**src/rtl/owtr_pkg.sv**
```systemverilog
package owtr_pkg;

	localparam int TIMER_BITS = 20;
	localparam int CFG_W      = 20;
	localparam int TEMP_W     = 16;

	localparam logic [7:0] CMD_SKIP    = 8'hCC;
	localparam logic [7:0] CMD_CONVERT = 8'h44;
	localparam logic [7:0] CMD_READSP  = 8'hBE;

	typedef struct packed {
		logic                     pull_low;
		logic                     busy_res;
		logic                     done_res;
		logic                     no_device;
		logic signed [TEMP_W-1:0] raw_temperature;
	} result_t;

endpackage

```
**src/rtl/owtr_if.sv**
```systemverilog
interface owtr_tick_if;
	logic valid;
	logic ready;
	logic start_req;
	logic line_level;

	modport source (output valid, output start_req, output line_level, input ready);
	modport sink (input valid, input start_req, input line_level, output ready);
endinterface

interface owtr_result_if;
	logic                                  valid;
	logic                                  ready;
	logic                                  pull_low;
	logic                                  busy_res;
	logic                                  done_res;
	logic                                  no_device;
	logic signed [owtr_pkg::TEMP_W-1:0]    raw_temperature;

	modport source (output valid, output pull_low, output busy_res, output done_res,
		output no_device, output raw_temperature, input ready);
	modport sink (input valid, input pull_low, input busy_res, input done_res,
		input no_device, input raw_temperature, output ready);
endinterface

interface owtr_cfg_if;
	logic                         valid;
	logic                         ready;
	logic [owtr_pkg::CFG_W-1:0]   data;

	modport source (output valid, output data, input ready);
	modport sink (input valid, input data, output ready);
endinterface

```
**src/rtl/owtr_seq.sv**
```systemverilog
module owtr_seq (
	input  logic                          clk,
	input  logic                          arst_n,
	input  logic                          step,
	input  logic                          start_req,
	input  logic                          line_level,
	input  logic [owtr_pkg::CFG_W-1:0]    wait_cfg,
	output owtr_pkg::result_t             res
);

	localparam int TB = owtr_pkg::TIMER_BITS;
	localparam int CW = 25;
	localparam logic [TB-1:0] TMASK = {TB{1'b1}};

	localparam logic [4:0] PH_IDLE   = 5'd0;
	localparam logic [4:0] PH_RST1   = 5'd1;
	localparam logic [4:0] PH_WSKIP1 = 5'd2;
	localparam logic [4:0] PH_WCONV  = 5'd3;
	localparam logic [4:0] PH_WAIT   = 5'd4;
	localparam logic [4:0] PH_RST2   = 5'd5;
	localparam logic [4:0] PH_WSKIP2 = 5'd6;
	localparam logic [4:0] PH_WREAD  = 5'd7;
	localparam logic [4:0] PH_READ   = 5'd8;

	logic [4:0]    phase_q, phase_d, cur_ph, ent_ph, ent_fin;
	logic [TB-1:0] tmr_q, tmr_d, t;
	logic [2:0]    bit_q, bit_d;
	logic          bstep_q, bstep_d;
	logic [7:0]    sh_q, sh_d;
	logic [15:0]   acc_q, acc_d;
	logic          err_q, err_d;
	logic          ent;
	logic [TB-1:0] wait_len;

	// saturate the conversion wait to the timer range
	always_comb begin
		if (CW'(wait_cfg) > CW'(TMASK))
			wait_len = TMASK;
		else
			wait_len = TB'(wait_cfg);
	end

	always_comb begin
		phase_d = phase_q;
		tmr_d   = tmr_q;
		bit_d   = bit_q;
		bstep_d = bstep_q;
		sh_d    = sh_q;
		acc_d   = acc_q;
		err_d   = err_q;
		cur_ph  = phase_q;
		t       = tmr_q;
		ent     = 1'b0;
		ent_ph  = PH_IDLE;
		ent_fin = PH_IDLE;
		res     = '0;

		if (phase_q == PH_IDLE && start_req) begin
			err_d   = 1'b0;
			bstep_d = 1'b0;
			acc_d   = '0;
			cur_ph  = PH_RST1;
			phase_d = PH_RST1;
			t       = '0;
			bit_d   = '0;
		end

		if (cur_ph != PH_IDLE) begin
			tmr_d = t + TB'(1);
			unique case (cur_ph)
				PH_RST1, PH_RST2: begin
					res.pull_low = (t < TB'(480));
					if (t == TB'(540) && line_level)
						err_d = 1'b1;
					if (t >= TB'(959)) begin
						if (err_d) begin
							res.done_res  = 1'b1;
							res.no_device = 1'b1;
							phase_d       = PH_IDLE;
							tmr_d         = '0;
						end else begin
							ent    = 1'b1;
							ent_ph = cur_ph + 5'd1;
						end
					end
				end
				PH_WSKIP1, PH_WCONV, PH_WSKIP2, PH_WREAD: begin
					res.pull_low = sh_q[0] ? (t < TB'(10)) : (t < TB'(60));
					if (t >= TB'(69)) begin
						sh_d  = {1'b0, sh_q[7:1]};
						bit_d = bit_q + 3'd1;
						tmr_d = '0;
						if (bit_d == 3'd0) begin
							ent    = 1'b1;
							ent_ph = (cur_ph == PH_WCONV) ? PH_WAIT : cur_ph + 5'd1;
						end
					end
				end
				PH_WAIT: begin
					if ((TB+1)'(t) + (TB+1)'(1) >= (TB+1)'(wait_len)) begin
						ent    = 1'b1;
						ent_ph = PH_RST2;
					end
				end
				PH_READ: begin
					res.pull_low = (t == '0);
					if (t == TB'(15))
						sh_d = sh_q | (8'(line_level) << bit_q);
					if (t >= TB'(59)) begin
						bit_d = bit_q + 3'd1;
						tmr_d = '0;
						if (bit_d == 3'd0) begin
							if (!bstep_q) begin
								acc_d   = {8'h00, sh_d};
								bstep_d = 1'b1;
								sh_d    = '0;
							end else begin
								acc_d               = {sh_d, acc_q[7:0]};
								res.done_res        = 1'b1;
								res.raw_temperature = acc_d;
								phase_d             = PH_IDLE;
								bstep_d             = 1'b0;
							end
						end
					end
				end
				default: begin
					phase_d = PH_IDLE;
					tmr_d   = '0;
				end
			endcase
		end

		// enter the next phase (a zero wait goes on to the second reset): restart the slot, load the command byte
		if (ent) begin
			ent_fin = (ent_ph == PH_WAIT && wait_len == '0) ? PH_RST2 : ent_ph;
			phase_d = ent_fin;
			tmr_d   = '0;
			bit_d   = '0;
			if (ent_fin == PH_WSKIP1 || ent_fin == PH_WSKIP2)
				sh_d = owtr_pkg::CMD_SKIP;
			else if (ent_fin == PH_WCONV)
				sh_d = owtr_pkg::CMD_CONVERT;
			else if (ent_fin == PH_WREAD)
				sh_d = owtr_pkg::CMD_READSP;
			else if (ent_fin == PH_READ)
				sh_d = '0;
		end

		res.busy_res = (phase_d != PH_IDLE) && !res.done_res;
	end

	always_ff @(posedge clk or negedge arst_n) begin
		if (!arst_n) begin
			phase_q <= PH_IDLE;
			tmr_q   <= '0;
			bit_q   <= '0;
			bstep_q <= 1'b0;
			sh_q    <= '0;
			acc_q   <= '0;
			err_q   <= 1'b0;
		end else if (step) begin
			phase_q <= phase_d;
			tmr_q   <= tmr_d;
			bit_q   <= bit_d;
			bstep_q <= bstep_d;
			sh_q    <= sh_d;
			acc_q   <= acc_d;
			err_q   <= err_d;
		end
	end

endmodule

```
**src/rtl/owtr_outreg.sv**
```systemverilog
module owtr_outreg (
	input  logic                  clk,
	input  logic                  arst_n,
	input  logic                  load,
	input  owtr_pkg::result_t     res,
	output logic                  can_load,
	owtr_result_if.source         result
);

	logic              valid_q;
	owtr_pkg::result_t res_q;

	// take a new result when empty or when the held one leaves this cycle
	assign can_load = !valid_q || result.ready;

	always_ff @(posedge clk or negedge arst_n) begin
		if (!arst_n) begin
			valid_q <= 1'b0;
		end else if (can_load) begin
			valid_q <= load;
		end
	end

	always_ff @(posedge clk) begin
		if (load && can_load)
			res_q <= res;
	end

	assign result.valid           = valid_q;
	assign result.pull_low        = res_q.pull_low;
	assign result.busy_res        = res_q.busy_res;
	assign result.done_res        = res_q.done_res;
	assign result.no_device       = res_q.no_device;
	assign result.raw_temperature = res_q.raw_temperature;

endmodule

```
**src/rtl/onewire_temperature_reader.sv**
```systemverilog
// Result: registered, presented in the cycle after its tick request is accepted.
// Throughput: one tick request per cycle while the output register can take a result;
// the bus sequencer updates its state in a single pass per tick and the output register
// takes a new result while the held one is being taken.
// Reset: arst_n clears the sequencer to idle, empties the output register and sets
// the conversion wait to 750000 us.
module onewire_temperature_reader (
	input  logic               clk,
	input  logic               arst_n,
	owtr_tick_if.sink          tick,
	owtr_cfg_if.sink           cfg,
	owtr_result_if.source      result
);

	logic [owtr_pkg::CFG_W-1:0] wait_cfg_q;
	owtr_pkg::result_t          res;
	logic                       can_load;
	logic                       step;

	assign cfg.ready  = 1'b1;
	assign tick.ready = can_load;
	assign step       = tick.valid && can_load;

	always_ff @(posedge clk or negedge arst_n) begin
		if (!arst_n) begin
			wait_cfg_q <= owtr_pkg::CFG_W'(750000);
		end else if (cfg.valid) begin
			wait_cfg_q <= cfg.data;
		end
	end

	owtr_seq u_seq (
		.clk        (clk),
		.arst_n     (arst_n),
		.step       (step),
		.start_req  (tick.start_req),
		.line_level (tick.line_level),
		.wait_cfg   (wait_cfg_q),
		.res        (res)
	);

	owtr_outreg u_outreg (
		.clk      (clk),
		.arst_n   (arst_n),
		.load     (tick.valid),
		.res      (res),
		.can_load (can_load),
		.result   (result)
	);

endmodule

```
**src/flat_wrapper.sv**
```systemverilog
// flat-port wrapper written by rule: the top's interface ports become plain ports
module onewire_temperature_reader_flat 
  (clk, arst_n, tick_valid, tick_start_req, tick_line_level, tick_ready, cfg_valid, cfg_data, cfg_ready, result_valid, result_pull_low, result_busy_res, result_done_res, result_no_device, result_raw_temperature, result_ready);
  owtr_tick_if tick_i ();
  owtr_cfg_if cfg_i ();
  owtr_result_if result_i ();
  input  logic clk;
  input  logic arst_n;
  input wire logic [$bits(tick_i.valid)-1:0] tick_valid;
  input wire logic [$bits(tick_i.start_req)-1:0] tick_start_req;
  input wire logic [$bits(tick_i.line_level)-1:0] tick_line_level;
  output wire logic [$bits(tick_i.ready)-1:0] tick_ready;
  input wire logic [$bits(cfg_i.valid)-1:0] cfg_valid;
  input wire logic [$bits(cfg_i.data)-1:0] cfg_data;
  output wire logic [$bits(cfg_i.ready)-1:0] cfg_ready;
  output wire logic [$bits(result_i.valid)-1:0] result_valid;
  output wire logic [$bits(result_i.pull_low)-1:0] result_pull_low;
  output wire logic [$bits(result_i.busy_res)-1:0] result_busy_res;
  output wire logic [$bits(result_i.done_res)-1:0] result_done_res;
  output wire logic [$bits(result_i.no_device)-1:0] result_no_device;
  output wire logic [$bits(result_i.raw_temperature)-1:0] result_raw_temperature;
  input wire logic [$bits(result_i.ready)-1:0] result_ready;
  assign tick_i.valid = tick_valid;
  assign tick_i.start_req = tick_start_req;
  assign tick_i.line_level = tick_line_level;
  assign tick_ready = tick_i.ready;
  assign cfg_i.valid = cfg_valid;
  assign cfg_i.data = cfg_data;
  assign cfg_ready = cfg_i.ready;
  assign result_valid = result_i.valid;
  assign result_pull_low = result_i.pull_low;
  assign result_busy_res = result_i.busy_res;
  assign result_done_res = result_i.done_res;
  assign result_no_device = result_i.no_device;
  assign result_raw_temperature = result_i.raw_temperature;
  assign result_i.ready = result_ready;
  onewire_temperature_reader u_core (.clk(clk), .arst_n(arst_n), .tick(tick_i), .cfg(cfg_i), .result(result_i));
endmodule
```
**config.mk**
```make
export PLATFORM = sky130hd
export DESIGN_NAME = onewire_temperature_reader_flat
export DESIGN_NICKNAME = d
export VERILOG_FILES = /design/src/rtl/owtr_pkg.sv /design/src/rtl/owtr_if.sv /design/src/rtl/owtr_seq.sv /design/src/rtl/owtr_outreg.sv /design/src/rtl/onewire_temperature_reader.sv /design/src/flat_wrapper.sv
export SDC_FILE = /design/constraint.sdc
export NUM_CORES = 1
export LEC_CHECK = 0
export ABC_AREA = 1
export BUFFER_PORTS_ARGS = -buffer_cell sky130_fd_sc_hd__buf_2
export CAP_MARGIN = 25
export CORE_UTILIZATION = 47
export DETAILED_ROUTE_END_ITERATION = 12
export HOLD_SLACK_MARGIN = 0.02
export PLACE_DENSITY = 0.68
export SKIP_CTS_REPAIR_TIMING = 1
export SLEW_MARGIN = 20
export SYNTH_ARGS = -nofsm -noshare
export SYNTH_HDL_FRONTEND = slang
export SYNTH_HIERARCHICAL = 1
export SYNTH_SLANG_ARGS = --single-unit
```
**constraint.sdc**
```tcl
create_clock -name clk -period 3.6 [get_ports clk]
set_input_delay 0 -clock clk [delete_from_list [all_inputs] [get_ports clk]]
set_output_delay 0 -clock clk [all_outputs]
set_load 0.01 [all_outputs]
```
==> impl_metrics.yaml <==
status:
  outcome: "finished with violations"
  violations: "negative setup slack"
route:
  ant_nets: 0
  wire_per_inst_um: 16.1
  drc: 0
  wl_um: 17300
  drt-initial-drc-count: 684
  drt-pass1-iter-count: 6
  vias: 5937
  vias_per_cell: 5.52
power:
  peakVddDrop_mv: 0.408
  power_density_nw_per_um2: 604
  leakage_nw: 3.70
floorplan:
  die_w_um: 113
  core-area_um2: 12000
  rows: 40
  die_area_um2: 12700
  start_util_pct: 48.0
  die_h_um: 113
  ioPinCount: 50
logic_synthesis:
  ys_types: 46
  yosys.area.top_type_share_pct: 24.7
  ys.warnings.count: 6
  syn_inst: 787
  synth_top_area_cell: "dfrtp_1"
  synth-edff-count: 20
  synthTopCellsByArea: "dfrtp_1 25%, nand2_1 13%, edfxtp_1 10%, inv_1 7.5%, nor2_1 6.4%"
  synthArstFlopShare_pct: 77.0
  synth_ff_type: "dfrtp_1"
  synth.most_common_cell: "nand2_1"
  ys_seq_area_share_pct: 39.7
  avgSynthCellArea_um2: 7.33
  ys_ff_latch: 87
  syn-cell-area_um2: 5770
  yosys-top-cells-count: "196 x nand2_1, 115 x inv_1, 98 x nor2_1"
  syn_nets: 838
cells_and_area:
  nets: 974
  multi_input_area_um2: 3240
  layout-drive-gt1-share_pct: 27.8
  regArea_um2: 2290
  area_growth_pct: 31.4
  finalCoreUtilization_pct: 63.1
  antennaDiodeCount: 0
  fill_cells: 1015
critical_path:
  path_max_fanout: 9
  crit_required_ns: 3.87
  cp_common_cell: "nand2_1"
  crit_type: "reg2reg"
  critical_path.startpoint: "u_core/u_seq/phase_q[3]"
  slowest_stage: "dfrtp_1"
  worst-endpoint-arrival_ns: 3.89
  crit_path_start_kind: "flop"
  crit_path_max_incr_delay_ns: 0.39
  timing.rr.start: "u_core/u_seq/phase_q[3]"
  end_kind: "flop"
sta:
  hold_violations: 0
  fmax_ghz: 0.276
  rsz0062_at_grt: "true"
  slew_headroom_pct: 46.4
  final.period_utilization_pct: 101
  setup_viol: 5
  slew_viol_final: 0
  fin_worst_skew_ns: 0.00677
  worst_slew_pin_slew_ns: 0.803
  finalSetupTns_ns: -0.0462
  timing.final.ws_setup_ns: -0.0228
  period_minus_slack_ns: 3.62
global_routing:
  grt_pass1_wl_um: 26700
  grt_usage_pct: 27.0
  grt-ovfl-total: 0
  antenna_found_initial: 0
  grt_pass1_vias: 5503
  grt_start_max_net_pins: 44
clock_network:
  cts-root-buf: "clkbuf_16"
  clk_pin_slew_ns: 0.07
  cts_buffer_depth: 2
  clk_latency_ns: 0.36
  cts_buffers: 9
  cts_max_level: 3
  clkSinkCount: 87
  cts_tree: "yes"
hold_path:
  min_path_type: "in2reg"
  hp-start: "cfg_valid"
placed_design:
  dpl.hpwl_um: 12100
  gp_congestion: 0.971
  portBuffers: 48
run:
  cap_violations: 0
logic make-up (layout without fill, tap and decap cells):
family	Yosys count	after routing	share of synthesized area (%)
AOI/OAI and AO/OA	102	102	10.3
adders and majority gates	24	24	5.20
buffers and inverters	147	288	10.8
xor gates and xnor gates	15	15	2.28
other	1	1	0.0650
DFF	87	87	39.7
and+or+nand+nor	411	411	31.6
flip-flops by register name, indices dropped and copies added (netlist names), 3 cells and up:
| name | count |
|---|---|
| u_core/u_seq/sh_q | 8 |
| u_core/u_seq/bit_q | 3 |
| u_core/u_outreg/result.raw_temperature | 16 |
| u_core/u_seq/phase_q | 5 |
| u_core/u_seq/acc_q | 8 |
| u_core/wait_cfg_q | 20 |
| u_core/u_seq/tmr_q | 20 |
per-stage QoR:
stage / hold slack [ns] / area, µm² / power [mW] / std cells / worst slack (ns)
after floorplan: -0.296 / 5790 / 2.69 / 787 / 0.0111
after global placement: 0.198 / 6540 / 3.27 / 1023 / -0.0261
after detailed placement: 0.205 / 6540 / 3.32 / 1023 / -0.160
after CTS: -0.170 / 6850 / 4.30 / 1039 / -0.189
after global routing: 0.0533 / 7580 / 4.87 / 1075 / -0.296
final: 0.0219 / 7580 / 4.58 / 1075 / -0.0228
worst max-delay path, delay by kind of cell (launching register included):
| family | cells | cell delay (ns) |
|---|---|---|
| adders and majority gates | 1 | 0.30 |
| DFF | 1 | 0.39 |
| xor gates and xnor gates | 1 | 0.18 |
| AOI/OAI and AO/OA | 2 | 0.22 |
| and+or+nand+nor | 21 | 1.67 |
| buffers and inverters | 7 | 0.79 |
path summary, 6_finish.rpt:
check	depth (start not counted)	to	slack, ns
min in group asynchronous	2	u_core/u_seq/acc_q[4]	0.19
setup reg to reg	32	u_core/u_seq/tmr_q[4]	-0.02
max in group asynchronous	3	u_core/wait_cfg_q[16]	2.56
setup / recovery	32	u_core/u_seq/tmr_q[4]	-0.02
hold / removal	3	u_core/wait_cfg_q[12]	0.02
hold reg to reg	2	u_core/wait_cfg_q[4]	0.47
area by class of cell:
| type | instances | share of cell area (%) |
|---|---|---|
| Sequential cell | 87 | 30.2 |
| Tap cell | 147 | 2.43 |
| Clock inverter | 7 | 1.07 |
| Multi-Input combinational cell | 553 | 42.8 |
| Clock buffer | 9 | 2.97 |
| Inverter | 129 | 6.42 |
| Timing Repair Buffer | 143 | 14.1 |
cell usage in the layout (no fill, tap or decap), types with 5 or more instances in the layout:
cell / instances
inv_2: 17
nor4_1: 8
edfxtp_1: 20
dfstp_2: 10
clkbuf_16: 10
nand2_2: 17
a21oi_1: 20
inv_1: 111
nand4_1: 13
ha_1: 16
ha_4: 8
nand3_2: 21
nor2_4: 5
dfrtp_1: 57
nor2_2: 13
o22ai_1: 7
nor2_1: 88
buf_4: 67
o21ai_1: 24
buf_2: 47
nand3_1: 44
o21ai_2: 6
o21ai_0: 20
dlygate4sd3_1: 23
xor2_1: 5
nand2_1: 186
power breakdown:
| part | switching (mW) | internal [mW] |
|---|---|---|
| Combinational | 1.46 | 0.781 |
| Clock | 0.431 | 0.547 |
| Sequential | 0.160 | 1.20 |
| Total | 2.05 | 2.53 |
layer usage:
| metal | global-route usage [%] | vias to the layer above | wire length, µm |
|---|---|---|---|
| met1 | 37.9 | 2771 | 7730 |
| met3 | 4.98 | 44 | 1340 |
| met4 | 10.9 | 0 | 478 |
| li1 | - | 2810 | - |
| met5 | 0 | - | 0 |
| met2 | 41.1 | 312 | 7720 |
No activity file was read; power rests on OpenSTA's default activity.
